`config.mk`:
```
export PLATFORM = sky130hd
export DESIGN_NAME = deinterleave_syndrome_decoder_unit
export DESIGN_NICKNAME = d
export VERILOG_FILES = /design/src/hdl/dsd_pkg.sv /design/src/hdl/dsd_ram.sv /design/src/hdl/deinterleave_syndrome_decoder_unit.sv
export SDC_FILE = /design/constraint.sdc
export NUM_CORES = 1
export LEC_CHECK = 0
export BUFFER_PORTS_ARGS = -buffer_cell sky130_fd_sc_hd__buf_4
export CORE_AREA = 3 3 218 220
export CTS_CLUSTER_DIAMETER = 120
export CTS_CLUSTER_SIZE = 25
export DETAILED_ROUTE_END_ITERATION = 8
export DIE_AREA = 0 0 221 223
export GPL_ROUTABILITY_DRIVEN = 0
export PLACE_DENSITY = 0.63
export SLEW_MARGIN = 20
export SYNTH_ARGS = -nofsm -noshare
export SYNTH_HDL_FRONTEND = slang
export SYNTH_SLANG_ARGS = --single-unit
export TNS_END_PERCENT = 30
```
`constraint.sdc`:
```
create_clock -name i_clk -period 3 [get_ports i_clk]
set_input_delay 0 -clock i_clk [delete_from_list [all_inputs] [get_ports i_clk]]
set_output_delay 0 -clock i_clk [all_outputs]
set_load 0.02 [all_outputs]
```
`src/hdl/dsd_pkg.sv`:
```
`timescale 1ns / 1ps
package dsd_pkg;

    localparam int DEF_MAX_ROWS = 64;
    localparam int ROWS_W       = 7;
    localparam int CODE_LEN     = 6;
    localparam int COL_W        = 3;
    localparam int DATA_W       = 3;
    localparam int TDATA_OUT_W  = 8;
    localparam int TDATA_IN_W   = 8;
    localparam int TUSER_W      = 2;

    localparam logic [ROWS_W-1:0]   RESET_ROWS = 7'd8;
    localparam logic [COL_W-1:0]    LAST_COL   = 3'd5;

    // parity check masks over the 6 code bits
    localparam logic [CODE_LEN-1:0] CHECK0_MASK = 6'h07;
    localparam logic [CODE_LEN-1:0] CHECK1_MASK = 6'h19;
    localparam logic [CODE_LEN-1:0] CHECK2_MASK = 6'h2A;

    localparam logic [2:0] SYN_CLEAN = 3'd7;
    localparam logic [2:0] SYN_FAIL  = 3'd0;

    // tuser bit positions on the result side
    localparam int USER_CORR_BIT = 0;
    localparam int USER_UNC_BIT  = 1;

    typedef struct packed {
        logic [DATA_W-1:0] data;
        logic              corrected;
        logic              uncorrectable;
    } t_dec;

    function automatic t_dec decode(input logic [CODE_LEN-1:0] word);
        logic [2:0]          syn;
        logic [CODE_LEN-1:0] fixed;
        t_dec                res;
        syn = {~(^(word & CHECK0_MASK)), ~(^(word & CHECK1_MASK)), ~(^(word & CHECK2_MASK))};
        fixed = word;
        res.corrected     = 1'b0;
        res.uncorrectable = 1'b0;
        case (syn)
            SYN_CLEAN: ;
            SYN_FAIL:  res.uncorrectable = 1'b1;
            default: begin
                fixed = word ^ (CODE_LEN'(1) << (syn - 3'd1));
                res.corrected = 1'b1;
            end
        endcase
        res.data = {fixed[3], fixed[1], fixed[0]};
        return res;
    endfunction

endpackage

```
`src/hdl/dsd_ram.sv`:
```
`timescale 1ns / 1ps
// simple dual-port RAM, one write port, one registered read port
module dsd_ram #(
    parameter int WIDTH  = 6,
    parameter int DEPTH  = 64,
    parameter int ADDR_W = (DEPTH > 1) ? $clog2(DEPTH) : 1
) (
    input  logic              i_clk,
    input  logic              i_wr_en,
    input  logic [ADDR_W-1:0] i_wr_addr,
    input  logic [WIDTH-1:0]  i_wr_data,
    input  logic              i_rd_en,
    input  logic [ADDR_W-1:0] i_rd_addr,
    output logic [WIDTH-1:0]  o_rd_data
);

    logic [WIDTH-1:0] r_mem [DEPTH];
    logic [WIDTH-1:0] r_rd_data;

    always_ff @(posedge i_clk) begin
        if (i_wr_en) begin
            r_mem[i_wr_addr] <= i_wr_data;
        end
        if (i_rd_en) begin
            r_rd_data <= r_mem[i_rd_addr];
        end
    end

    assign o_rd_data = r_rd_data;

endmodule

```
`src/hdl/deinterleave_syndrome_decoder_unit.sv`:
```
`timescale 1ns / 1ps
// Block deinterleaver with a (6,3) syndrome decoder. Received bits come in one
// per input word (i_s_tdata[0]) and fill a block of `rows` six-bit code words
// column-major: column 0 goes to rows 0..rows-1, then column 1, up to column 5.
// The bit that completes a block starts a drain that sends one decoded word per
// row, in row order, with tlast on the final row. Each row's 3-bit syndrome
// (inverted check bits) picks the action: 7 = clean, 1..6 = flip code bit
// (value - 1) and flag corrected, 0 = flag uncorrectable, pass unchanged. Data
// out is code bits {3,1,0}. The rows register (reset 8; 0 acts as 1, above
// MAX_ROWS acts as MAX_ROWS) is written over the cfg channel while idle and
// restarts the block. The block store sits in one RAM with a registered read,
// and every input bit is a read-modify-write of its row, so a new input word is
// taken only after the previous bit is written back. The drain reads the first
// row, then holds each output word until the sink takes it and reads the next
// row as that word is taken; no input is taken during the drain.
module deinterleave_syndrome_decoder_unit #(
    parameter int MAX_ROWS = dsd_pkg::DEF_MAX_ROWS
) (
    input  logic       i_clk,
    input  logic       i_rst_n,
    // cfg write channel: rows register
    input  logic       i_cfg_valid,
    output logic       o_cfg_ready,
    input  logic [6:0] i_cfg_data,   // [6:0] rows
    // input stream
    input  logic       i_s_tvalid,
    output logic       o_s_tready,
    input  logic [7:0] i_s_tdata,    // [0] channel_bit, [7:1] zero
    // output stream
    output logic       o_m_tvalid,
    input  logic       i_m_tready,
    output logic [7:0] o_m_tdata,    // [2:0] data_word, [7:3] zero
    output logic [1:0] o_m_tuser,    // [0] corrected, [1] uncorrectable
    output logic       o_m_tlast     // last word of block
);

    localparam int ROW_W    = (MAX_ROWS > 1) ? $clog2(MAX_ROWS) : 1;
    localparam int CODE_LEN = dsd_pkg::CODE_LEN;
    localparam int COL_W    = dsd_pkg::COL_W;

    // sequencer codes
    localparam logic [2:0] S_IDLE       = 3'd0;  // take cfg or an input word
    localparam logic [2:0] S_WRITE      = 3'd1;  // merge bit into row, write back
    localparam logic [2:0] S_DRAIN_RD   = 3'd2;  // first drain read
    localparam logic [2:0] S_DRAIN_OUT  = 3'd3;  // decode read data into out regs
    localparam logic [2:0] S_DRAIN_WAIT = 3'd4;  // hold result until taken

    logic [2:0]                  r_state, n_state;
    logic [dsd_pkg::ROWS_W-1:0]  r_rows, n_rows;
    logic [ROW_W-1:0]            r_row, n_row;
    logic [COL_W-1:0]            r_col, n_col;
    logic                        r_bit, n_bit;
    logic [ROW_W-1:0]            r_drain_row, n_drain_row;
    logic                        r_out_valid, n_out_valid;
    logic [dsd_pkg::DATA_W-1:0]  r_out_data, n_out_data;
    logic                        r_out_corr, n_out_corr;
    logic                        r_out_unc, n_out_unc;
    logic                        r_out_last, n_out_last;

    logic [ROW_W-1:0]    last_row;
    logic                cfg_acc, in_acc, out_acc;
    logic                ram_wr_en, ram_rd_en;
    logic [ROW_W-1:0]    ram_rd_addr;
    logic [CODE_LEN-1:0] ram_rd_data, merged;
    dsd_pkg::t_dec       dec;

    // effective depth minus one: 0 acts as 1, oversize clamps to MAX_ROWS
    always_comb begin
        if (r_rows == '0) begin
            last_row = '0;
        end else if (int'(r_rows) > MAX_ROWS) begin
            last_row = ROW_W'(MAX_ROWS - 1);
        end else begin
            last_row = ROW_W'(r_rows - 7'd1);
        end
    end

    assign o_cfg_ready = (r_state == S_IDLE);
    assign o_s_tready  = (r_state == S_IDLE) && !i_cfg_valid;
    assign cfg_acc     = i_cfg_valid && o_cfg_ready;
    assign in_acc      = i_s_tvalid && o_s_tready;
    assign out_acc     = r_out_valid && i_m_tready;

    always_comb begin
        merged        = ram_rd_data;
        merged[r_col] = r_bit;
    end

    assign dec = dsd_pkg::decode(ram_rd_data);

    always_comb begin
        n_state     = r_state;
        n_rows      = r_rows;
        n_row       = r_row;
        n_col       = r_col;
        n_bit       = r_bit;
        n_drain_row = r_drain_row;
        n_out_valid = r_out_valid;
        n_out_data  = r_out_data;
        n_out_corr  = r_out_corr;
        n_out_unc   = r_out_unc;
        n_out_last  = r_out_last;
        ram_wr_en   = 1'b0;
        ram_rd_en   = 1'b0;
        ram_rd_addr = r_row;
        unique case (r_state)
            S_IDLE: begin
                if (cfg_acc) begin
                    n_rows = i_cfg_data;
                    n_row  = '0;
                    n_col  = '0;
                end else if (in_acc) begin
                    n_bit     = i_s_tdata[0];
                    ram_rd_en = 1'b1;
                    n_state   = S_WRITE;
                end
            end
            S_WRITE: begin
                ram_wr_en = 1'b1;
                n_state   = S_IDLE;
                if (r_row == last_row) begin
                    n_row = '0;
                    if (r_col == dsd_pkg::LAST_COL) begin
                        n_col       = '0;
                        n_drain_row = '0;
                        n_state     = S_DRAIN_RD;
                    end else begin
                        n_col = r_col + 3'd1;
                    end
                end else begin
                    n_row = r_row + 1'b1;
                end
            end
            S_DRAIN_RD: begin
                ram_rd_en   = 1'b1;
                ram_rd_addr = r_drain_row;
                n_state     = S_DRAIN_OUT;
            end
            S_DRAIN_OUT: begin
                n_out_valid = 1'b1;
                n_out_data  = dec.data;
                n_out_corr  = dec.corrected;
                n_out_unc   = dec.uncorrectable;
                n_out_last  = (r_drain_row == last_row);
                n_state     = S_DRAIN_WAIT;
            end
            S_DRAIN_WAIT: begin
                if (out_acc) begin
                    n_out_valid = 1'b0;
                    if (r_out_last) begin
                        n_state = S_IDLE;
                    end else begin
                        // fetch next row while the slot empties
                        n_drain_row = r_drain_row + 1'b1;
                        ram_rd_en   = 1'b1;
                        ram_rd_addr = r_drain_row + 1'b1;
                        n_state     = S_DRAIN_OUT;
                    end
                end
            end
            default: n_state = S_IDLE;
        endcase
    end

    always_ff @(posedge i_clk) begin
        if (!i_rst_n) begin
            r_state     <= S_IDLE;
            r_rows      <= dsd_pkg::RESET_ROWS;
            r_row       <= '0;
            r_col       <= '0;
            r_drain_row <= '0;
            r_out_valid <= 1'b0;
        end else begin
            r_state     <= n_state;
            r_rows      <= n_rows;
            r_row       <= n_row;
            r_col       <= n_col;
            r_drain_row <= n_drain_row;
            r_out_valid <= n_out_valid;
        end
    end

    // payload, no reset
    always_ff @(posedge i_clk) begin
        r_bit      <= n_bit;
        r_out_data <= n_out_data;
        r_out_corr <= n_out_corr;
        r_out_unc  <= n_out_unc;
        r_out_last <= n_out_last;
    end

    dsd_ram #(
        .WIDTH  (CODE_LEN),
        .DEPTH  (MAX_ROWS),
        .ADDR_W (ROW_W)
    ) u_store (
        .i_clk     (i_clk),
        .i_wr_en   (ram_wr_en),
        .i_wr_addr (r_row),
        .i_wr_data (merged),
        .i_rd_en   (ram_rd_en),
        .i_rd_addr (ram_rd_addr),
        .o_rd_data (ram_rd_data)
    );

    assign o_m_tvalid = r_out_valid;
    assign o_m_tdata  = {5'd0, r_out_data};
    assign o_m_tuser  = {r_out_unc, r_out_corr};
    assign o_m_tlast  = r_out_last;

endmodule

```
==> out/metrics.yaml, run 1 <==
ios: 34
crit_cells: 11
yosysTopAreaCellShare_pct: 65.35
layout-drive-gt1-share_pct: 12.12
fillCellCount: 4070
power.total_mw: 10.12
timing.rr.start: "o_m_tlast"
peakVddDrop_mv: 0.3450
ant_nets: 0
htree_levels: 1
setup_viol: 0
r2r_cells: 11
crit_start: "o_m_tlast"
insertedDiodeCount: 0
hold_viol: 0
critPathLaunchType: "flip-flop"
insertion_delay_ns: 0.54
finalClockSkew_ns: 0.01940
vias: 12180
first_pass_iters: 5
synth-edff-count: 397
worst_slew_pin_slew_ns: 0.9537
die_y_um: 223
viasPerCell: 5.535
cp-end-kind: "flip-flop"
synth_top_family_by_area: "simple AND/OR/NAND/NOR gates"
rsz0062_at_grt: "yes"
clk_pin_slew_ns: 0.11
maxSlewHeadroom_pct: 36.42
dpl_cell_area_um2: 19690
grtUsageMet3_pct: 1.789
synth_area_leaders: "edfxtp_1 65%, nand2_1 7.4%, nand3_1 3.2%"
pre_cts_ws_ns: 0.02949
antenna_found_initial: 0
reg2reg_to: "u_store.o_rd_data[4]"
synth_flop_cell: "edfxtp_1"
cp_num_buf_inv: 4
endpoint: "u_store.o_rd_data[4]"
wl_um: 45020
grt_max_degree: 93
status: "finished, final reports clean"
std_cell_rows: 78
tritoncts: "done"
synth_top_cell_by_area: "edfxtp_1"
area_delta_synth_final_pct: 13.09
grt_pass1_wl_um: 68950
maxCapViolCount: 0
die-area_um2: 49280
grtUsageMet2_pct: 29.70
path_cells: "and3b_1 -> a21oi_1 -> buf_4 -> buf_4 -> a221oi_2 -> buf_6 -> nor2b_1 -> buf_4 -> a31oi_1 -> nand3_1 -> and4_1"
coreArea_um2: 45480
grt.total_usage_pct: 17.68
synth_compound_area_share_pct: 8.313
stdcell_area_um2: 20630
cp_data_required_time_ns: 3.29
cpMaxStageDelayCell: "edfxtp_1"
synthSimpleGateAreaFrac_pct: 16.21
ys_seq_area_share_pct: 68.20
dp_hpwl_um: 29450
syn_inst: 1524
avgSynthCellArea_um2: 11.97
worst_path_most_repeated_cell: "buf_4"
gr-total-overflow: 0
met1_usage_pct: 24.81
syn-cell-area_um2: 18240
criticalPathCategory: "reg -> reg"
leakage_nw: 7.086
wl_per_cell_um: 20.45
final.setup.tns_ns: 0
finalCritPeriodShare_pct: 98.20
ys_types: 72
muxShareOfSynthArea_pct: 3.443
min_period_ns: 2.946
drc: 0
clk_path_buf_depth: 3
final_nets: 1620
clock-root-buffer: "clkbuf_16"
io_buffer_count: 21
clkSinkCount: 423
first_global_vias: 11570
powerDensity_nw_per_um2: 490.4
cpPeakStageDelay_ns: 0.45
start_util_pct: 40.11
finalMaxSlewViolations: 0
async_reset_ff_share_pct: 0
worstPathArrival_ns: 3.24
cts_made_buffers: 20
yosys_register_bits: 423
holdCritPathClass: "in -> reg"
grt-busiest-layer: "met2"
fmax_mhz: 339.4
fin_ws_ns: 0.05386
synthAdderAreaFrac_pct: 0.3429
die_width_um: 221
r2r_slack_ns: 0.05
ys_warn_count: 0
synth_xor_area_share_pct: 0.5761
drtIter0Drc: 1239
crit_path_max_fanout: 18
cp_top_family: "simple AND/OR/NAND/NOR gates"
per-stage QoR:
step                hold slack (ns)  instances  util (%)
floorplan                   0.07979       1528         -
global placement             0.1888       2149     43.29
detailed placement           0.1846       2149     43.29
CTS                         0.06662       2200     45.03
global route                 0.1422       2201     45.36
finish                      0.07836       2201     45.36
worst min path at each step:
stage	endpoint	slack [ns]	cells after the start	start
3_5_place_dp	r_bit	0.18	1	i_s_tdata[0]
3_3_place_gp	r_bit	0.19	1	i_s_tdata[0]
5_1_grt	r_state[1]	0.14	5	i_cfg_valid
6_report	r_state[1]	0.08	5	i_cfg_valid
2_1_floorplan	o_s_tready	0.08	1	i_cfg_valid
4_1_cts	r_state[1]	0.07	5	i_cfg_valid
synthesized netlist by cell type, drive strengths merged (5+ instances only):
| cell type | instances |
|---|---|
| clkbuf | 77 |
| o2111ai | 25 |
| mux2i | 56 |
| dfxtp | 26 |
| ha | 5 |
| nor3 | 14 |
| nor2 | 85 |
| o31ai | 5 |
| nand4b | 7 |
| a21boi | 10 |
| nor3b | 6 |
| nand3 | 119 |
| or3 | 9 |
| a32oi | 9 |
| xor2 | 5 |
| a21oi | 114 |
| a31oi | 18 |
| nand4 | 13 |
| nand2 | 361 |
| and4 | 6 |
| and2 | 8 |
| inv | 11 |
| nor2b | 9 |
| buf | 33 |
| o21ai | 21 |
| edfxtp | 397 |
| mux2 | 6 |
| xnor2 | 7 |
metal layers:
metal | wire, µm | up-vias | share of wire, %
li1 | - | 5700 | -
met1 | 19380 | 5997 | 43
met2 | 21920 | 427 | 49
met3 | 2625 | 59 | 5.8
met4 | 1095 | 0 | 2.4
met5 | 0 | - | 0
timing repair:
item,in CTS,in global routing
gates resized for setup,0,25
setup buffers,0,1
hold endpoints to repair,23,0
endpoints found under the setup margin,0,20
hold buffers,23,0
where the power goes:
group | total [mW] | switching (mW) | internal [mW] | leakage [nW]
combinational | 0.591 | 0.385 | 0.206 | 3.03
clock | 3.04 | 1.73 | 1.31 | 0.273
sequential | 6.49 | 0.0236 | 6.46 | 3.78
total | 10.1 | 2.14 | 7.98 | 7.09
final cells by class:
type,count,area [µm²],share of cell area (%)
multi-input combinational,984,5419,26.27
clock buffer,28,561.8,2.723
inverter,11,41.29,0.2001
tap,600,750.7,3.639
timing repair buffer,155,1415,6.859
sequential,423,12440,60.31
tightest hold or removal path, cell delays in order:
cell	delay (ns)
buf_4	0.10
nor2b_1	0.05
o21ai_0	0.29
a21oi_1	0.06
o31a_1	0.09
kinds of logic (layout without fill, tap and decap cells):
group           after synthesis  in the layout
compound gates              236            236
xor+xnor                     12             12
fa+ha+maj                     5              5
buf+inv                     121            194
flops                       423            423
mux                          62             62
other cells                   1              5
simple gates                664            664
flip-flops by register name (all words and copies together) (netlist names):
signal and cells:
r_out_unc 1, r_state 3, r_rows 7, u_store.o_rd_data 6
o_m_tlast 1, o_m_tvalid 1, r_col 3, r_bit 1
r_out_data 3, r_out_corr 1, r_drain_row 6, u_store.r_mem 384
r_row 6
cell usage in the layout, fill, tap and decap left out, drive strengths merged, types with 23 or more instances in the layout:
cell type	netlist	routed
clkbuf	77	28
dlygate4sd3	0	23
nand2	361	361
mux2i	56	56
buf	33	131
dfxtp	26	26
a21oi	114	114
nor2	85	85
o2111ai	25	25
edfxtp	397	397
nand3	119	119
(Power assumes the default switching activity.)
==> run 2: changes to the inputs <==
==> constraint.sdc (replaced) <==
create_clock -name i_clk -period 3.31 [get_ports i_clk]
set_input_delay 0 -clock i_clk [delete_from_list [all_inputs] [get_ports i_clk]]
set_output_delay 0 -clock i_clk [all_outputs]
set_load 0.02 [all_outputs]
==> run 2 against run 1 <==
Net effect: combinational power down 14%; design area is 2.4% lower; clock-buffer cell count decreased by 2; global-route usage shrank 0.41 points; sequential share of layout area increased by 1.5 points; die area unchanged; wire length down 2.5%; non-clock buffer count fell by 42; critical path type unchanged; critical endpoint is now u_store.o_rd_data[3]; largest cell class unchanged; highest routed layer unchanged.
==> out/metrics.yaml, run 2 (synthesis results as in run 1) <==
status: "finished, final reports clean"
internal_power_mw: 7.156  # -10%
reg_top3: "u_store.r_mem: 384 flops, r_rows: 7 flops"
clkSinkCount: 423  # unchanged
finalClockSkew_ns: 0.01627  # -0.003132 ns
min_period_ns: 3.195  # +0.2487 ns
area_delta_synth_final_pct: 10.38
leakage_nw: 6.808  # -3.9%
wl_per_cell_um: 20.34  # -0.56%
pre_cts_ws_ns: 0.06897  # +0.03947 ns
power.total_mw: 9.105  # -10%
reg2reg_to: "u_store.o_rd_data[3]"
rsz0062_at_grt: "no"
power_frac_comb_pct: 5.6  # -0.2 points
grt_max_degree: 103  # +11%
hold_end: "r_bit"
final.setup.tns_ns: 0  # unchanged
power_switching_mw: 1.950  # -8.7%
dp_hpwl_um: 27570  # -6.4%
path_cells: "nor3b_2 -> a21oi_1 -> a222oi_1 -> buf_4 -> and2_1 -> buf_4 -> nand3_1 -> o2111ai_1 -> nand4_1 -> and4_1"
ios: 34  # unchanged
criticalPathCategory: "reg -> reg"
hp-start: "i_s_tvalid"
layout_commonest_cell: "edfxtp_1"
worstPathArrival_ns: 3.51  # +0.27 ns
viasPerCell: 5.549  # +0.26%
vias: 11980  # -1.7%
critPathLaunchType: "flip-flop"
grt.total_usage_pct: 17.27  # -0.41 points
peakVddDrop_mv: 0.3034  # -12%
r2r_cells: 10  # -1
die-area_um2: 49280  # unchanged
gr-total-overflow: 0  # unchanged
drtIter0Drc: 1199  # -3.2%
seqPwrFrac_pct: 64.6  # +0.5 points
first_pass_iters: 6  # +1
std_cell_rows: 78  # unchanged
insertion_delay_ns: 0.55  # about the same
crit_path_max_fanout: 12  # -6
largest_reg_flops: 384  # unchanged
insertedDiodeCount: 0  # unchanged
post-cts-setup-buffers: 0  # unchanged
cp_num_buf_inv: 2  # -2
grt_pass1_wl_um: 67050  # -2.8%
cp-end-kind: "flip-flop"
holdPathStages: 3  # -2
cpPeakStageDelay_ns: 0.58  # +0.13 ns
cp_top_family: "simple AND/OR/NAND/NOR gates"
htree_levels: 1  # unchanged
start_util_pct: 40.11  # unchanged
hold_viol: 0  # unchanged
final_nets: 1578  # -2.6%
die_y_um: 223  # unchanged
worst_path_most_repeated_cell: "buf_4"
antenna_found_initial: 0  # unchanged
tritoncts: "done"
setup_viol: 0  # unchanged
maxSlewHeadroom_pct: 41.01  # +4.6 points
swShare_pct: 21.42  # +0.30 points
top_register: "u_store.r_mem"
r2r_slack_ns: 0.12  # +0.06 ns
cp_data_required_time_ns: 3.62  # +0.33 ns
clk_pin_slew_ns: 0.11  # about the same
cpMaxStageDelayCell: "dfxtp_1"
finalCritPeriodShare_pct: 96.52  # -1.7 points
first_global_vias: 11340  # -1.9%
cts_made_buffers: 20  # unchanged
clk_path_buf_depth: 3  # unchanged
maxCapViolCount: 0  # unchanged
drc: 0  # unchanged
die_width_um: 221  # unchanged
clkPwrFrac_pct: 29.8  # -0.2 points
holdCritPathClass: "in -> reg"
coreArea_um2: 45480  # unchanged
final_cell_mix: "397 x edfxtp_1, 360 x nand2_1, 118 x nand3_1"
io_buffer_count: 21  # unchanged
clock-root-buffer: "clkbuf_16"
ant_nets: 0  # unchanged
fin_ws_ns: 0.1151  # +0.06126 ns
finalMaxSlewViolations: 0  # unchanged
worst_slew_pin_slew_ns: 0.8848  # -0.06893 ns
powerDensity_nw_per_um2: 452.2  # -7.8%
fmax_mhz: 313.0  # -7.8%
layout-drive-gt1-share_pct: 8.659  # -3.5 points
wl_um: 43910  # -2.5%
timing.rr.start: "r_state[1]"
==> run 2: routing by layer <==
metal | wire length (µm) | share of wire (%) | track usage (%) | vias up
met5 | 0 | 0 | 0 | -
met4 | 1239 | 2.8 | 4.902 | 0
met3 | 2998 | 6.8 | 2.421 | 65
met2 | 20590 | 47 | 28.14 | 416
met1 | 19080 | 43 | 24.31 | 5897
li1 | - | - | - | 5603
==> run 2: worst max path at each step <==
stage	startpoint	to	slack [ns]	cells after the start
floorplan	r_rows[0]	r_drain_row[5]	0.59	13
global placement	r_state[2]	u_store.o_rd_data[1]	0.17	10
detailed placement	r_state[1]	u_store.o_rd_data[1]	0.07	10
CTS	r_state[1]	u_store.o_rd_data[1]	0.07	10
global route	r_state[1]	u_store.o_rd_data[1]	0.005	10
finish	r_state[1]	u_store.o_rd_data[3]	0.12	10
==> run 2: repair_timing <==
item,4_1_cts,5_1_grt
hold buffers,24,0
endpoints found under the hold margin,22,0
endpoints found under the setup margin,0,6
resized for setup,0,4
==> run 2: final cells by class <==
type | count | area, µm²
Clock buffer | 26 | 523.0
Clock inverter | 2 | 20.02
Fill cell | 4144 | 25340
Inverter | 11 | 41.29
Multi-Input combinational cell | 984 | 5336
Sequential cell | 423 | 12440
Tap cell | 600 | 750.7
Timing Repair Buffer | 113 | 1021
==> run 2: through the flow <==
step                      area, µm²  util [%]  hold slack, ns  std cells
after global placement        19340     42.52          0.1816       2107
after CTS                     20120     44.24         0.01873       2159
after detailed placement      19340     42.52          0.1816       2107
after global routing          20140     44.28         0.06562       2159
final                         20140     44.28         0.02638       2159
after floorplan               18260         -         0.07979       1528
==> run 2: worst min-delay path, stage by stage <==
cell and delay [ns]:
buf_4 0.07, nor2b_1 0.13, and2_1 0.22
==> run 2: power by group through the flow <==
stage	logic [mW]	clock network (mW)	registers, mW
5_1_grt	0.565	2.94	5.89
3_5_place_dp	0.487	0	6.00
2_1_floorplan	0.329	0	5.99
4_1_cts	0.510	2.75	5.88
6_report	0.511	2.71	5.88
3_3_place_gp	0.476	0	6.00
==> run 3: changes to the inputs <==
--- a/config.mk
+++ b/config.mk
@@ -7,6 +7,7 @@
 export LEC_CHECK = 0
 export BUFFER_PORTS_ARGS = -buffer_cell sky130_fd_sc_hd__buf_4
 export CORE_AREA = 3 3 218 220
+export CTS_BUF_LIST = sky130_fd_sc_hd__clkbuf_4 sky130_fd_sc_hd__clkbuf_8 sky130_fd_sc_hd__clkbuf_16
 export CTS_CLUSTER_DIAMETER = 120
 export CTS_CLUSTER_SIZE = 25
 export DETAILED_ROUTE_END_ITERATION = 8
==> run 3 against run 2 <==
Net effect: design area increased by 0.11%; highest routed layer unchanged; largest power group unchanged; clock power increased by 2%; non-clock buffer count unchanged; sequential cell count unchanged; critical endpoint is now u_store.o_rd_data[1]; wire length increased by 0.29%.
==> out/metrics.yaml, run 3 (synthesis results as in run 1) <==
top_register: "u_store.r_mem"
layout_commonest_cell: "edfxtp_1"
hp-start: "i_s_tvalid"
coreArea_um2: 45480  # unchanged
maxSlewHeadroom_pct: 41.70  # +0.69 points
final_nets: 1578  # unchanged
dp_cells: 2107  # unchanged
final_cell_mix: "397 x edfxtp_1, 360 x nand2_1, 118 x nand3_1"
tritoncts: "done"
std_cell_rows: 78  # unchanged
hold_viol: 0  # unchanged
worstPathArrival_ns: 3.48  # -0.03 ns
dpl_cell_area_um2: 19340  # unchanged
die-area_um2: 49280  # unchanged
finalClockSkew_ns: 0.01991  # +0.003638 ns
antenna_found_initial: 0  # unchanged
powerDensity_nw_per_um2: 454.1  # +0.43%
critPathLaunchType: "flip-flop"
fmax_mhz: 316.0  # +0.95%
insertion_delay_ns: 0.55  # about the same
viasPerCell: 5.563  # +0.25%
finalNonFillerCells: 2159  # unchanged
cts_made_buffers: 20  # unchanged
wl_per_cell_um: 20.40  # +0.29%
layout-drive-gt1-share_pct: 9.044  # +0.38 points
first_global_vias: 11340  # -0.044%
min_period_ns: 3.165  # -0.03021 ns
largest_reg_flops: 384  # unchanged
grt_pass1_wl_um: 67000  # about the same
clk_pin_slew_ns: 0.10  # about the same
status: "finished, final reports clean"
ios: 34  # unchanged
holdPathStages: 3  # unchanged
stdcell_area_um2: 20160  # +0.11%
dp_hpwl_um: 27570  # unchanged
first_pass_iters: 6  # unchanged
clkSinkCount: 423  # unchanged
finalMaxSlewViolations: 0  # unchanged
grt_max_degree: 103  # unchanged
insertedDiodeCount: 0  # unchanged
drc: 0  # unchanged
crit_start: "r_state[1]"
crit_path_max_fanout: 12  # unchanged
maxCapViolCount: 0  # unchanged
worst_slew_pin_slew_ns: 0.8744  # -0.01034 ns
r2r_cells: 10  # unchanged
timing.rr.start: "r_state[1]"
utilization_pct: 44.33  # +0.050 points
die_width_um: 221  # unchanged
criticalPathCategory: "reg -> reg"
drtIter0Drc: 1243  # +3.7%
ant_nets: 0  # unchanged
htree_levels: 1  # unchanged
finalHoldWorstSlack_ns: 0.03193  # +0.005554 ns
final.setup.tns_ns: 0  # unchanged
wl_um: 44040  # +0.29%
area_delta_synth_final_pct: 10.51
cp-end-kind: "flip-flop"
peakVddDrop_mv: 0.3054  # +0.65%
post-cts-setup-buffers: 0  # unchanged
gr-total-overflow: 0  # unchanged
finalCritPeriodShare_pct: 95.61  # -0.91 points
clk_path_buf_depth: 3  # unchanged
die_y_um: 223  # unchanged
io_buffer_count: 21  # unchanged
reg_top3: "u_store.r_mem: 384 flops, r_rows: 7 flops"
rsz0062_at_grt: "no"
start_util_pct: 40.11  # unchanged
cp_data_required_time_ns: 3.63  # about the same
holdCritPathClass: "in -> reg"
setup_viol: 0  # unchanged
leakage_nw: 6.828  # +0.30%
clock-root-buffer: "clkbuf_16"
vias: 12010  # +0.25%
grt.total_usage_pct: 17.25  # about the same
run 3: cell count changes in the layout (fill, tap and decap cells not counted):
cell	before	now
clkbuf_1	6	0
clkbuf_4	0	6
run 3: final cells by class:
| type | count | area, µm² |
|---|---|---|
| clock buffer | 26 | 545.5 |
| clock inverter | 2 | 20.02 |
| fill | 4136 | 25320 |
| inverter | 11 | 41.29 |
| multi-input combinational | 984 | 5336 |
| sequential | 423 | 12440 |
| tap | 600 | 750.7 |
| timing repair buffer | 113 | 1021 |
run 3: where the power goes:
part	switching (mW)	leakage [nW]	internal, mW	total (mW)
combinational	0.341	2.76	0.171	0.512
clock	1.58	0.283	1.18	2.76
sequential	0.0243	3.78	5.86	5.88
run 3: worst paths after layout:
kind,slack [ns],endpoint
max,0.15,u_store.o_rd_data[1]
min,0.03,r_bit
min reg2reg,0.59,r_col[2]
max reg2reg,0.15,u_store.o_rd_data[1]
run 3: through the flow:
step / setup WS [ns] / total power, mW
after floorplan: 0.5890 / 6.321
after global placement: 0.1748 / 6.479
after detailed placement: 0.06897 / 6.491
after CTS: 0.06603 / 9.194
after global routing: 0.01489 / 9.433
final: 0.1453 / 9.155
run 3: critical path: stages, from the launching register on:
cell       delay [ns]
dfxtp_1          0.58
nor3b_2          0.35
a21oi_1          0.15
a222oi_1         0.40
buf_4            0.26
and2_1           0.20
buf_4            0.21
nand3_1          0.08
o2111ai_1        0.16
nand4_1          0.27
and4_1           0.27
run 3: what timing repair did:
action / CTS / global route
gates resized for setup: 0 / 4
setup endpoints to repair: 0 / 6
hold buffers: 24 / 0
hold endpoints to repair: 22 / 0
run 3: per-layer routing:
layer	GRT usage [%]	part of all wire (%)
met5	0	0
met1	24.34	44
met3	2.289	6.9
met2	28.15	47
met4	4.902	2.8
